$ cat src/rtl/fis_pkg.sv
// ----------------------------------------------------------------------------
// fis_pkg: shared types and constants of the frame interval statistics block
// Transaction payload structs, command codes and the saturating helper.
// ----------------------------------------------------------------------------
package fis_pkg;

    localparam int HISTORY_DEPTH_DEF = 64;
    localparam int STAMP_W           = 48;
    localparam int STAT_W            = 32;
    localparam int EXP_W             = 20;
    localparam int FPS_SCALE         = 1000000;
    localparam logic [EXP_W-1:0] EXPECTED_RESET = 20'd16670;

    localparam logic CMD_RECORD = 1'b0;
    localparam logic CMD_REPORT = 1'b1;

    typedef struct packed {
        logic               command;
        logic [STAMP_W-1:0] timestamp_us;
    } fis_in_t;

    typedef struct packed {
        logic [STAT_W-1:0] fps;
        logic [STAT_W-1:0] last_interval_us;
        logic [STAT_W-1:0] min_interval_us;
        logic [STAT_W-1:0] max_interval_us;
        logic [STAT_W-1:0] avg_interval_us;
        logic [STAT_W-1:0] drop_count;
        logic [STAT_W-1:0] frame_total;
    } fis_out_t;

    // Clamp a value to the 32-bit statistic range.
    function automatic logic [STAT_W-1:0] sat_u32(input logic [63:0] v);
        logic [STAT_W-1:0] r;
        r = (|v[63:STAT_W]) ? {STAT_W{1'b1}} : v[STAT_W-1:0];
        return r;
    endfunction

endpackage

$ cat src/rtl/fis_ring.sv
// ----------------------------------------------------------------------------
// fis_ring: timestamp history ring
// Single-port-write, registered-read memory plus the wrapping write index.
// ----------------------------------------------------------------------------
module fis_ring #(
    parameter int DEPTH = fis_pkg::HISTORY_DEPTH_DEF
) (
    input  logic                         aclk,
    input  logic                         aresetn,
    input  logic                         wr_en,
    input  logic [fis_pkg::STAMP_W-1:0]  wr_data,
    input  logic [$clog2(DEPTH)-1:0]     rd_addr,
    output logic [fis_pkg::STAMP_W-1:0]  rd_data,
    output logic [$clog2(DEPTH)-1:0]     wr_index
);

    localparam int IDX_W = $clog2(DEPTH);

    logic [fis_pkg::STAMP_W-1:0] mem [DEPTH];
    logic [IDX_W-1:0]            wr_index_reg;
    logic [IDX_W-1:0]            wr_index_next;
    logic [fis_pkg::STAMP_W-1:0] rd_data_reg;

    always_comb begin
        wr_index_next = wr_index_reg;
        if (wr_en) begin
            wr_index_next = (wr_index_reg == IDX_W'(DEPTH - 1)) ? '0
                                                               : wr_index_reg + 1'b1;
        end
    end

    always_ff @(posedge aclk) begin
        if (!aresetn) begin
            wr_index_reg <= '0;
        end else begin
            wr_index_reg <= wr_index_next;
        end
    end

    always_ff @(posedge aclk) begin
        if (wr_en) begin
            mem[wr_index_reg] <= wr_data;
        end
        rd_data_reg <= mem[rd_addr];
    end

    assign rd_data  = rd_data_reg;
    assign wr_index = wr_index_reg;

endmodule

$ cat src/rtl/fis_divider.sv
// ----------------------------------------------------------------------------
// fis_divider: shared serial divider
// Restoring division, one quotient bit per cycle, done pulses with the result.
// ----------------------------------------------------------------------------
module fis_divider #(
    parameter int DIV_W = 39,
    parameter int DEN_W = fis_pkg::STAMP_W
) (
    input  logic             aclk,
    input  logic             aresetn,
    input  logic             start,
    input  logic [DIV_W-1:0] dividend,
    input  logic [DEN_W-1:0] divisor,
    output logic             done,
    output logic [DIV_W-1:0] quotient
);

    localparam int CNT_W = $clog2(DIV_W + 1);

    logic             busy_reg, busy_next;
    logic             done_reg, done_next;
    logic [CNT_W-1:0] cnt_reg, cnt_next;
    logic [DEN_W-1:0] rem_reg, rem_next;
    logic [DEN_W-1:0] den_reg, den_next;
    logic [DIV_W-1:0] quo_reg, quo_next;
    logic [DEN_W:0]   trial;
    logic [DEN_W:0]   diff;
    logic             fits;

    assign trial = {rem_reg, quo_reg[DIV_W-1]};
    assign diff  = trial - {1'b0, den_reg};
    assign fits  = (trial >= {1'b0, den_reg});

    always_comb begin
        busy_next = busy_reg;
        done_next = 1'b0;
        cnt_next  = cnt_reg;
        rem_next  = rem_reg;
        den_next  = den_reg;
        quo_next  = quo_reg;
        if (start) begin
            busy_next = 1'b1;
            cnt_next  = CNT_W'(DIV_W);
            rem_next  = '0;
            den_next  = divisor;
            quo_next  = dividend;
        end else if (busy_reg) begin
            rem_next = fits ? diff[DEN_W-1:0] : trial[DEN_W-1:0];
            quo_next = {quo_reg[DIV_W-2:0], fits};
            cnt_next = cnt_reg - 1'b1;
            if (cnt_reg == CNT_W'(1)) begin
                busy_next = 1'b0;
                done_next = 1'b1;
            end
        end
    end

    always_ff @(posedge aclk) begin
        if (!aresetn) begin
            busy_reg <= 1'b0;
            done_reg <= 1'b0;
            cnt_reg  <= '0;
        end else begin
            busy_reg <= busy_next;
            done_reg <= done_next;
            cnt_reg  <= cnt_next;
        end
    end

    always_ff @(posedge aclk) begin
        rem_reg <= rem_next;
        den_reg <= den_next;
        quo_reg <= quo_next;
    end

    assign done     = done_reg;
    assign quotient = quo_reg;

endmodule

$ cat src/rtl/frame_interval_stats.sv
// A record transaction is taken in ST_IDLE, and s_ready stays high after it.
// A report walks a window of S stamps, S being the window size (up to
// HISTORY_DEPTH, one ring read per cycle), and then uses the shared serial
// divider, DIV_W bits wide (39 bits at the default depth), for rate and mean.
// Only one report is in flight; s_ready is low until its result is registered.
// Reset (aresetn, synchronous, active low) clears all control state at once.
// ----------------------------------------------------------------------------
// frame_interval_stats: sliding-window frame rate meter
// Records frame timestamps into a history ring, counts late frames, and on a
// report walks the window to produce rate and interval statistics.
// ----------------------------------------------------------------------------
module frame_interval_stats #(
    parameter int HISTORY_DEPTH = fis_pkg::HISTORY_DEPTH_DEF
) (
    input  logic                      aclk,
    input  logic                      aresetn,
    input  logic                      s_valid,
    output logic                      s_ready,
    input  fis_pkg::fis_in_t          s_data,
    output logic                      m_valid,
    input  logic                      m_ready,
    output fis_pkg::fis_out_t         m_data,
    input  logic                      cfg_wr_en,
    input  logic [fis_pkg::EXP_W-1:0] cfg_wr_data
);

    localparam int STAMP_W = fis_pkg::STAMP_W;
    localparam int STAT_W  = fis_pkg::STAT_W;
    localparam int IDX_W   = $clog2(HISTORY_DEPTH);
    localparam int CNT_W   = $clog2(HISTORY_DEPTH + 1);
    localparam int SUM_W   = STAT_W + CNT_W;
    localparam longint NUM_MAX = longint'(HISTORY_DEPTH - 1) * fis_pkg::FPS_SCALE;
    localparam int NUM_W   = $clog2(NUM_MAX + 1);
    localparam int DIV_W   = (SUM_W > NUM_W) ? SUM_W : NUM_W;

    // Sequencer states.
    localparam logic [2:0] ST_IDLE = 3'd0;
    localparam logic [2:0] ST_WALK = 3'd1;
    localparam logic [2:0] ST_FPS  = 3'd2;
    localparam logic [2:0] ST_MEAN = 3'd3;
    localparam logic [2:0] ST_AVG  = 3'd4;
    localparam logic [2:0] ST_DONE = 3'd5;

    logic [2:0]               state_reg, state_next;
    logic [fis_pkg::EXP_W-1:0] expected_reg, expected_next;
    logic [STAT_W-1:0]        frames_reg, frames_next;
    logic [STAT_W-1:0]        drops_reg, drops_next;
    logic [STAMP_W-1:0]       prev_reg, prev_next;
    logic                     have_prev_reg, have_prev_next;
    logic [STAMP_W-1:0]       now_reg, now_next;
    logic [CNT_W-1:0]         samp_reg, samp_next;
    logic [IDX_W-1:0]         rd_ptr_reg, rd_ptr_next;
    logic [CNT_W-1:0]         j_reg, j_next;
    logic [STAMP_W-1:0]       cur_reg, cur_next;
    logic [STAT_W-1:0]        last_reg, last_next;
    logic [STAT_W-1:0]        min_reg, min_next;
    logic [STAT_W-1:0]        max_reg, max_next;
    logic [SUM_W-1:0]         sum_reg, sum_next;
    logic [CNT_W-1:0]         count_reg, count_next;
    logic [STAT_W-1:0]        fps_reg, fps_next;
    logic [STAT_W-1:0]        avg_reg, avg_next;
    logic                     m_valid_reg, m_valid_next;
    fis_pkg::fis_out_t        m_data_reg, m_data_next;

    logic                     accept;
    logic                     do_record;
    logic                     do_report;
    logic [IDX_W-1:0]         wr_index;
    logic [STAMP_W-1:0]       rd_data;
    logic [STAMP_W-1:0]       gap;
    logic                     late;
    logic [STAMP_W-1:0]       step_diff;
    logic [STAT_W-1:0]        step_gap;
    logic                     step_ok;
    logic [STAMP_W-1:0]       span;
    logic                     div_start;
    logic [DIV_W-1:0]         div_dividend;
    logic [STAMP_W-1:0]       div_divisor;
    logic                     div_done;
    logic [DIV_W-1:0]         div_quotient;

    assign s_ready   = (state_reg == ST_IDLE);
    assign accept    = s_valid && s_ready;
    assign do_record = accept && (s_data.command == fis_pkg::CMD_RECORD);
    assign do_report = accept && (s_data.command == fis_pkg::CMD_REPORT);

    // A frame is late when twice its gap exceeds three expected intervals.
    // Gaps are taken modulo 2^48, so time running backwards reads as late.
    assign gap  = s_data.timestamp_us - prev_reg;
    assign late = ({gap, 1'b0} > (((STAMP_W + 1)'(expected_reg) << 1) +
                                  (STAMP_W + 1)'(expected_reg)));

    // One interval of the window walk: the newer stamp is held in cur_reg and
    // the older one arrives from the ring.
    assign step_diff = cur_reg - rd_data;
    assign step_gap  = fis_pkg::sat_u32(64'(step_diff));
    assign step_ok   = (cur_reg != '0) && (rd_data != '0);
    assign span      = now_reg - rd_data;

    // No unwritten ring entry is ever used: a report only looks
    // back over min(frames, HISTORY_DEPTH) entries, all of them recorded since
    // reset, so the frame count stands in for clearing the memory.
    fis_ring #(
        .DEPTH (HISTORY_DEPTH)
    ) u_ring (
        .aclk     (aclk),
        .aresetn  (aresetn),
        .wr_en    (do_record),
        .wr_data  (s_data.timestamp_us),
        .rd_addr  (rd_ptr_reg),
        .rd_data  (rd_data),
        .wr_index (wr_index)
    );

    // One divider serves both the frame rate and the mean interval.
    fis_divider #(
        .DIV_W (DIV_W),
        .DEN_W (STAMP_W)
    ) u_div (
        .aclk     (aclk),
        .aresetn  (aresetn),
        .start    (div_start),
        .dividend (div_dividend),
        .divisor  (div_divisor),
        .done     (div_done),
        .quotient (div_quotient)
    );

    always_comb begin
        state_next     = state_reg;
        expected_next  = expected_reg;
        frames_next    = frames_reg;
        drops_next     = drops_reg;
        prev_next      = prev_reg;
        have_prev_next = have_prev_reg;
        now_next       = now_reg;
        samp_next      = samp_reg;
        rd_ptr_next    = rd_ptr_reg;
        j_next         = j_reg;
        cur_next       = cur_reg;
        last_next      = last_reg;
        min_next       = min_reg;
        max_next       = max_reg;
        sum_next       = sum_reg;
        count_next     = count_reg;
        fps_next       = fps_reg;
        avg_next       = avg_reg;
        m_valid_next   = m_valid_reg;
        m_data_next    = m_data_reg;
        div_start      = 1'b0;
        div_dividend   = '0;
        div_divisor    = '0;

        if (cfg_wr_en) begin
            expected_next = cfg_wr_data;
        end

        // The output register frees up as soon as its transaction is taken.
        if (m_valid_reg && m_ready) begin
            m_valid_next = 1'b0;
        end

        case (state_reg)
            ST_IDLE: begin
                if (do_record) begin
                    frames_next    = frames_reg + 1'b1;
                    prev_next      = s_data.timestamp_us;
                    have_prev_next = 1'b1;
                    if (have_prev_reg && late) begin
                        drops_next = drops_reg + 1'b1;
                    end
                end else if (do_report) begin
                    now_next   = s_data.timestamp_us;
                    samp_next  = (frames_reg < STAT_W'(HISTORY_DEPTH)) ?
                                 CNT_W'(frames_reg) : CNT_W'(HISTORY_DEPTH);
                    // Point at the newest entry; the walk moves backwards.
                    rd_ptr_next = (wr_index == '0) ? IDX_W'(HISTORY_DEPTH - 1)
                                                   : wr_index - 1'b1;
                    j_next      = '0;
                    last_next   = '0;
                    min_next    = '1;
                    max_next    = '0;
                    sum_next    = '0;
                    count_next  = '0;
                    fps_next    = '0;
                    avg_next    = '0;
                    // A window of fewer than two frames has no intervals.
                    if (frames_reg < STAT_W'(2)) begin
                        state_next = ST_MEAN;
                    end else begin
                        state_next = ST_WALK;
                    end
                end
            end

            ST_WALK: begin
                // rd_data holds the entry j_reg - 1 places back from the newest,
                // while the next older entry is being read.
                rd_ptr_next = (rd_ptr_reg == '0) ? IDX_W'(HISTORY_DEPTH - 1)
                                                 : rd_ptr_reg - 1'b1;
                j_next      = j_reg + 1'b1;
                if (j_reg != '0) begin
                    cur_next = rd_data;
                end
                if (j_reg >= CNT_W'(2) && step_ok) begin
                    if (j_reg == CNT_W'(2)) begin
                        last_next = step_gap;
                    end
                    if (step_gap < min_reg) begin
                        min_next = step_gap;
                    end
                    if (step_gap > max_reg) begin
                        max_next = step_gap;
                    end
                    sum_next   = sum_reg + SUM_W'(step_gap);
                    count_next = count_reg + 1'b1;
                end
                if (j_reg == samp_reg) begin
                    // The oldest stamp of the window sets the rate span.
                    if (rd_data != '0 && span != '0) begin
                        div_start    = 1'b1;
                        div_dividend = DIV_W'(samp_reg - 1'b1) *
                                       DIV_W'(fis_pkg::FPS_SCALE);
                        div_divisor  = span;
                        state_next   = ST_FPS;
                    end else begin
                        state_next = ST_MEAN;
                    end
                end
            end

            ST_FPS: begin
                if (div_done) begin
                    fps_next   = fis_pkg::sat_u32(64'(div_quotient));
                    state_next = ST_MEAN;
                end
            end

            ST_MEAN: begin
                if (count_reg != '0) begin
                    div_start    = 1'b1;
                    div_dividend = DIV_W'(sum_reg);
                    div_divisor  = STAMP_W'(count_reg);
                    state_next   = ST_AVG;
                end else begin
                    // No valid interval: minimum reports zero, not all ones.
                    min_next   = '0;
                    avg_next   = '0;
                    state_next = ST_DONE;
                end
            end

            ST_AVG: begin
                if (div_done) begin
                    avg_next   = fis_pkg::sat_u32(64'(div_quotient));
                    state_next = ST_DONE;
                end
            end

            ST_DONE: begin
                if (!m_valid_reg || m_ready) begin
                    m_valid_next                 = 1'b1;
                    m_data_next.fps              = fps_reg;
                    m_data_next.last_interval_us = last_reg;
                    m_data_next.min_interval_us  = min_reg;
                    m_data_next.max_interval_us  = max_reg;
                    m_data_next.avg_interval_us  = avg_reg;
                    m_data_next.drop_count       = drops_reg;
                    m_data_next.frame_total      = frames_reg;
                    state_next                   = ST_IDLE;
                end
            end

            default: begin
                state_next = ST_IDLE;
            end
        endcase
    end

    always_ff @(posedge aclk) begin
        if (!aresetn) begin
            state_reg     <= ST_IDLE;
            expected_reg  <= fis_pkg::EXPECTED_RESET;
            frames_reg    <= '0;
            drops_reg     <= '0;
            prev_reg      <= '0;
            have_prev_reg <= 1'b0;
            m_valid_reg   <= 1'b0;
        end else begin
            state_reg     <= state_next;
            expected_reg  <= expected_next;
            frames_reg    <= frames_next;
            drops_reg     <= drops_next;
            prev_reg      <= prev_next;
            have_prev_reg <= have_prev_next;
            m_valid_reg   <= m_valid_next;
        end
    end

    always_ff @(posedge aclk) begin
        now_reg    <= now_next;
        samp_reg   <= samp_next;
        rd_ptr_reg <= rd_ptr_next;
        j_reg      <= j_next;
        cur_reg    <= cur_next;
        last_reg   <= last_next;
        min_reg    <= min_next;
        max_reg    <= max_next;
        sum_reg    <= sum_next;
        count_reg  <= count_next;
        fps_reg    <= fps_next;
        avg_reg    <= avg_next;
        m_data_reg <= m_data_next;
    end

    assign m_valid = m_valid_reg;
    assign m_data  = m_data_reg;

endmodule

$ cat config.mk
export PLATFORM = sky130hd
export DESIGN_NAME = frame_interval_stats
export DESIGN_NICKNAME = d
export VERILOG_FILES = /design/src/rtl/fis_pkg.sv /design/src/rtl/fis_ring.sv /design/src/rtl/fis_divider.sv /design/src/rtl/frame_interval_stats.sv
export SDC_FILE = /design/constraint.sdc
export NUM_CORES = 2
export LEC_CHECK = 0
export ABC_AREA = 1
export BUFFER_PORTS_ARGS = -buffer_cell sky130_fd_sc_hd__buf_2
export CORE_MARGIN = 4
export CORE_UTILIZATION = 30
export CTS_BUF_LIST = sky130_fd_sc_hd__clkbuf_4 sky130_fd_sc_hd__clkbuf_8 sky130_fd_sc_hd__clkbuf_16
export DETAILED_ROUTE_END_ITERATION = 7
export PLACE_DENSITY_LB_ADDON = 0.2
export SETUP_SLACK_MARGIN = 0.02
export SYNTH_ARGS = -nofsm -noshare
export SYNTH_HDL_FRONTEND = slang
export SYNTH_SLANG_ARGS = --single-unit
$ cat constraint.sdc
create_clock -name aclk -period 11.4 [get_ports aclk]
set_input_delay 1.71 -clock aclk [delete_from_list [all_inputs] [get_ports aclk]]
set_output_delay 1.71 -clock aclk [all_outputs]
set_load 0.01 [all_outputs]
==> flow_summary.json <==
{
  "clk_latency_ns": 1.06,
  "yosys.cell_types.count": 70,
  "peakVddDrop_mv": 0.191,
  "cts.sink_count": 3952,
  "cts_tree": "done",
  "crit_path_end_kind": "register",
  "yosys_warnings": 0,
  "remaining_drc_errors": 0,
  "clock_skew_ns": 0.106,
  "swShare": 0.361,
  "total_power_uw": 45300,
  "clkPwrFrac": 0.306,
  "first_iter_violations": 13215,
  "worst-path-buf-inv": 5,
  "p_switching_uw": 16400,
  "post_cts_buffers": 0,
  "clockRootBuffer": "clkbuf_16",
  "io-pin-count": 300,
  "num_rows": 276,
  "synth_area_leaders": "edfxtp_1 65%, o21ai_0 5.4%, nor2_1 4.7%",
  "hold_viol": 0,
  "wire_per_inst_um": 27.3,
  "fill_cells": 55983,
  "relSlewSlack": 0.165,
  "gp_congestion": 0.889,
  "slowest_stage": "fa_1",
  "grt_pass1_wl_mm": 866,
  "post-route-min-period_ns": 7.23,
  "grt_antenna_before_repair": 57,
  "p_leak_uw": 0.0664,
  "ys_async_sr_fraction": 0,
  "ctsHoldBuffers": 0,
  "wl_mm": 621,
  "busiest_layer": "met2",
  "rsz0062_at_grt": "false",
  "cts_resized": 0,
  "critPathRequiredTime_ns": 12.13,
  "port-buffer-count": 299,
  "die_area_mm2": 0.581,
  "met3_usage": 0.0332,
  "ys_ff_latch": 3952,
  "clockBufferDepth": 4,
  "die-height_um": 762,
  "viasPerCell": 5.23,
  "met1_usage": 0.279,
  "critPathKind": "register to register",
  "tightest_slew_ns": 1.25,
  "p_per_area_mw_per_mm2": 231,
  "p_comb_frac": 0.306,
  "dp_hpwl_mm": 377,
  "syn-cell-area_mm2": 0.171,
  "setup_violations": 0,
  "grt_overflow_total": 0,
  "grt_pass1_vias": 111675,
  "drtAntennaViolNets": 0,
  "grt_max_degree": 201,
  "fmax_ghz": 0.138,
  "finish.utilization": 0.346,
  "syn-mean-instance-area_um2": 11.7,
  "synth_fp_nets": 15098,
  "cts_made_buffers": 422,
  "synth_top_area_share": 0.652,
  "max-cap-violations": 0,
  "placeableCoreArea_mm2": 0.566,
  "syn_to_final_growth_pct": 14.7,
  "synth_edf_count": 3705,
  "synth_top_cell_by_area": "edfxtp_1",
  "path_max_fanout": 24,
  "synthCells": 14579,
  "grtUsageMet2": 0.338,
  "htreeDepth": 5,
  "crit_top_cell": "nand2_1",
  "report.final.slew_viol_count": 0,
  "seq_area_frac_synth": 0.681,
  "finalSetupTns_ns": 0,
  "layout.nets": 15371,
  "max_stage_delay_ns": 0.43,
  "crit_path_start_kind": "register",
  "largest_reg_flops": 3072,
  "final_cell_mix": "3705 x edfxtp_1, 2070 x nor2_1, 1832 x o21ai_0, 1447 x nand2_1, 962 x inv_1",
  "mostFrequentLayoutCell": "edfxtp_1",
  "vias": 119002,
  "p_seq_frac": 0.388,
  "status": "finished clean",
  "synth_flop_cell": "edfxtp_1",
  "die_w_um": 762,
  "critPathTopFamily": "simple AND/OR/NAND/NOR gates",
  "cts.clk_slew.worst_paths_ns": 0.06,
  "hold_class": "register to register",
  "power.internal_uw": 28900,
  "post-route-period-util": 0.634,
  "drive_above_1_share": 0.0958,
  "start_util": 0.302,
  "track_usage": 0.205,
  "dr.pass1.iters": 7,
  "critPathArrivalTime_ns": 7.96
}
## path summary, 6_finish.rpt
kind / depth (start not counted) / slack (ns) / end / startpoint
worst min-delay path: 0 / 0.41 / m_data[68] / avg_reg[4]
worst max register to register: 40 / 4.17 / sum_reg[28] / u_ring.rd_data[0]
worst min register to register: 0 / 0.41 / m_data[68] / avg_reg[4]
worst max-delay path: 40 / 4.17 / sum_reg[28] / u_ring.rd_data[0]
## area by class of cell
class	count	area, µm²	share of cell area
Clock buffer	528	11400	0.0582
Antenna cell	36	90.1	0.000460
Timing Repair Buffer	614	4190	0.0214
Inverter	975	3690	0.0188
Clock inverter	252	2420	0.0124
Tap cell	7506	9390	0.0480
Sequential cell	3952	116000	0.593
Multi-Input combinational cell	8887	48500	0.247
## synthesized netlist by cell type, types with 114 or more instances
library cell and n:
nand3_1 417, xor2_1 147, dfxtp_1 247, clkbuf_1 710
a21oi_1 720, o21ai_0 1832, ha_1 407, inv_1 965
nor2_1 2140, nand2_1 1447, nand4_1 157, edfxtp_1 3705
a31oi_1 114, o22ai_1 509, o221ai_1 276, o211ai_1 144
## power by group through the flow
stage	logic [µW]	clock network, µW	registers (µW)
finish	13900	13900	17600
global route	15300	14700	17600
CTS	13900	14100	17600
detailed placement	13900	0	17900
global placement	13900	0	17900
floorplan	8760	0	17700
## layer usage
layer | up-vias | share of wire
met5 | - | 0.00024
met4 | 22 | 0.031
met3 | 835 | 0.071
met2 | 4265 | 0.47
met1 | 60228 | 0.43
li1 | 53652 | -
## kinds of logic (layout without fill, tap and decap cells)
group,after synthesis,after routing,synth area share
AO/OA/AOI/OAI,3794,3794,0.128
AND/OR/NAND/NOR,4396,4396,0.106
adder cells (fa/ha/maj),445,445,0.0343
other,0,36,0
XOR/XNOR,251,251,0.0129
flip-flops,3952,3952,0.681
buffers and inverters,1740,2369,0.0387
multiplexers,1,1,0.0000587
## stage by stage
stage               area [µm²]  worst slack, ns  std cells  hold slack [ns]
finish                  196000             4.17      22750            0.410
global route            196000             3.48      22716            0.420
CTS                     196000             4.25      22714            0.404
detailed placement      182000             3.85      21934            0.405
global placement        182000             3.65      21934            0.402
floorplan               171000             3.34      14579            0.400
No activity file was read; power rests on OpenSTA's default activity.
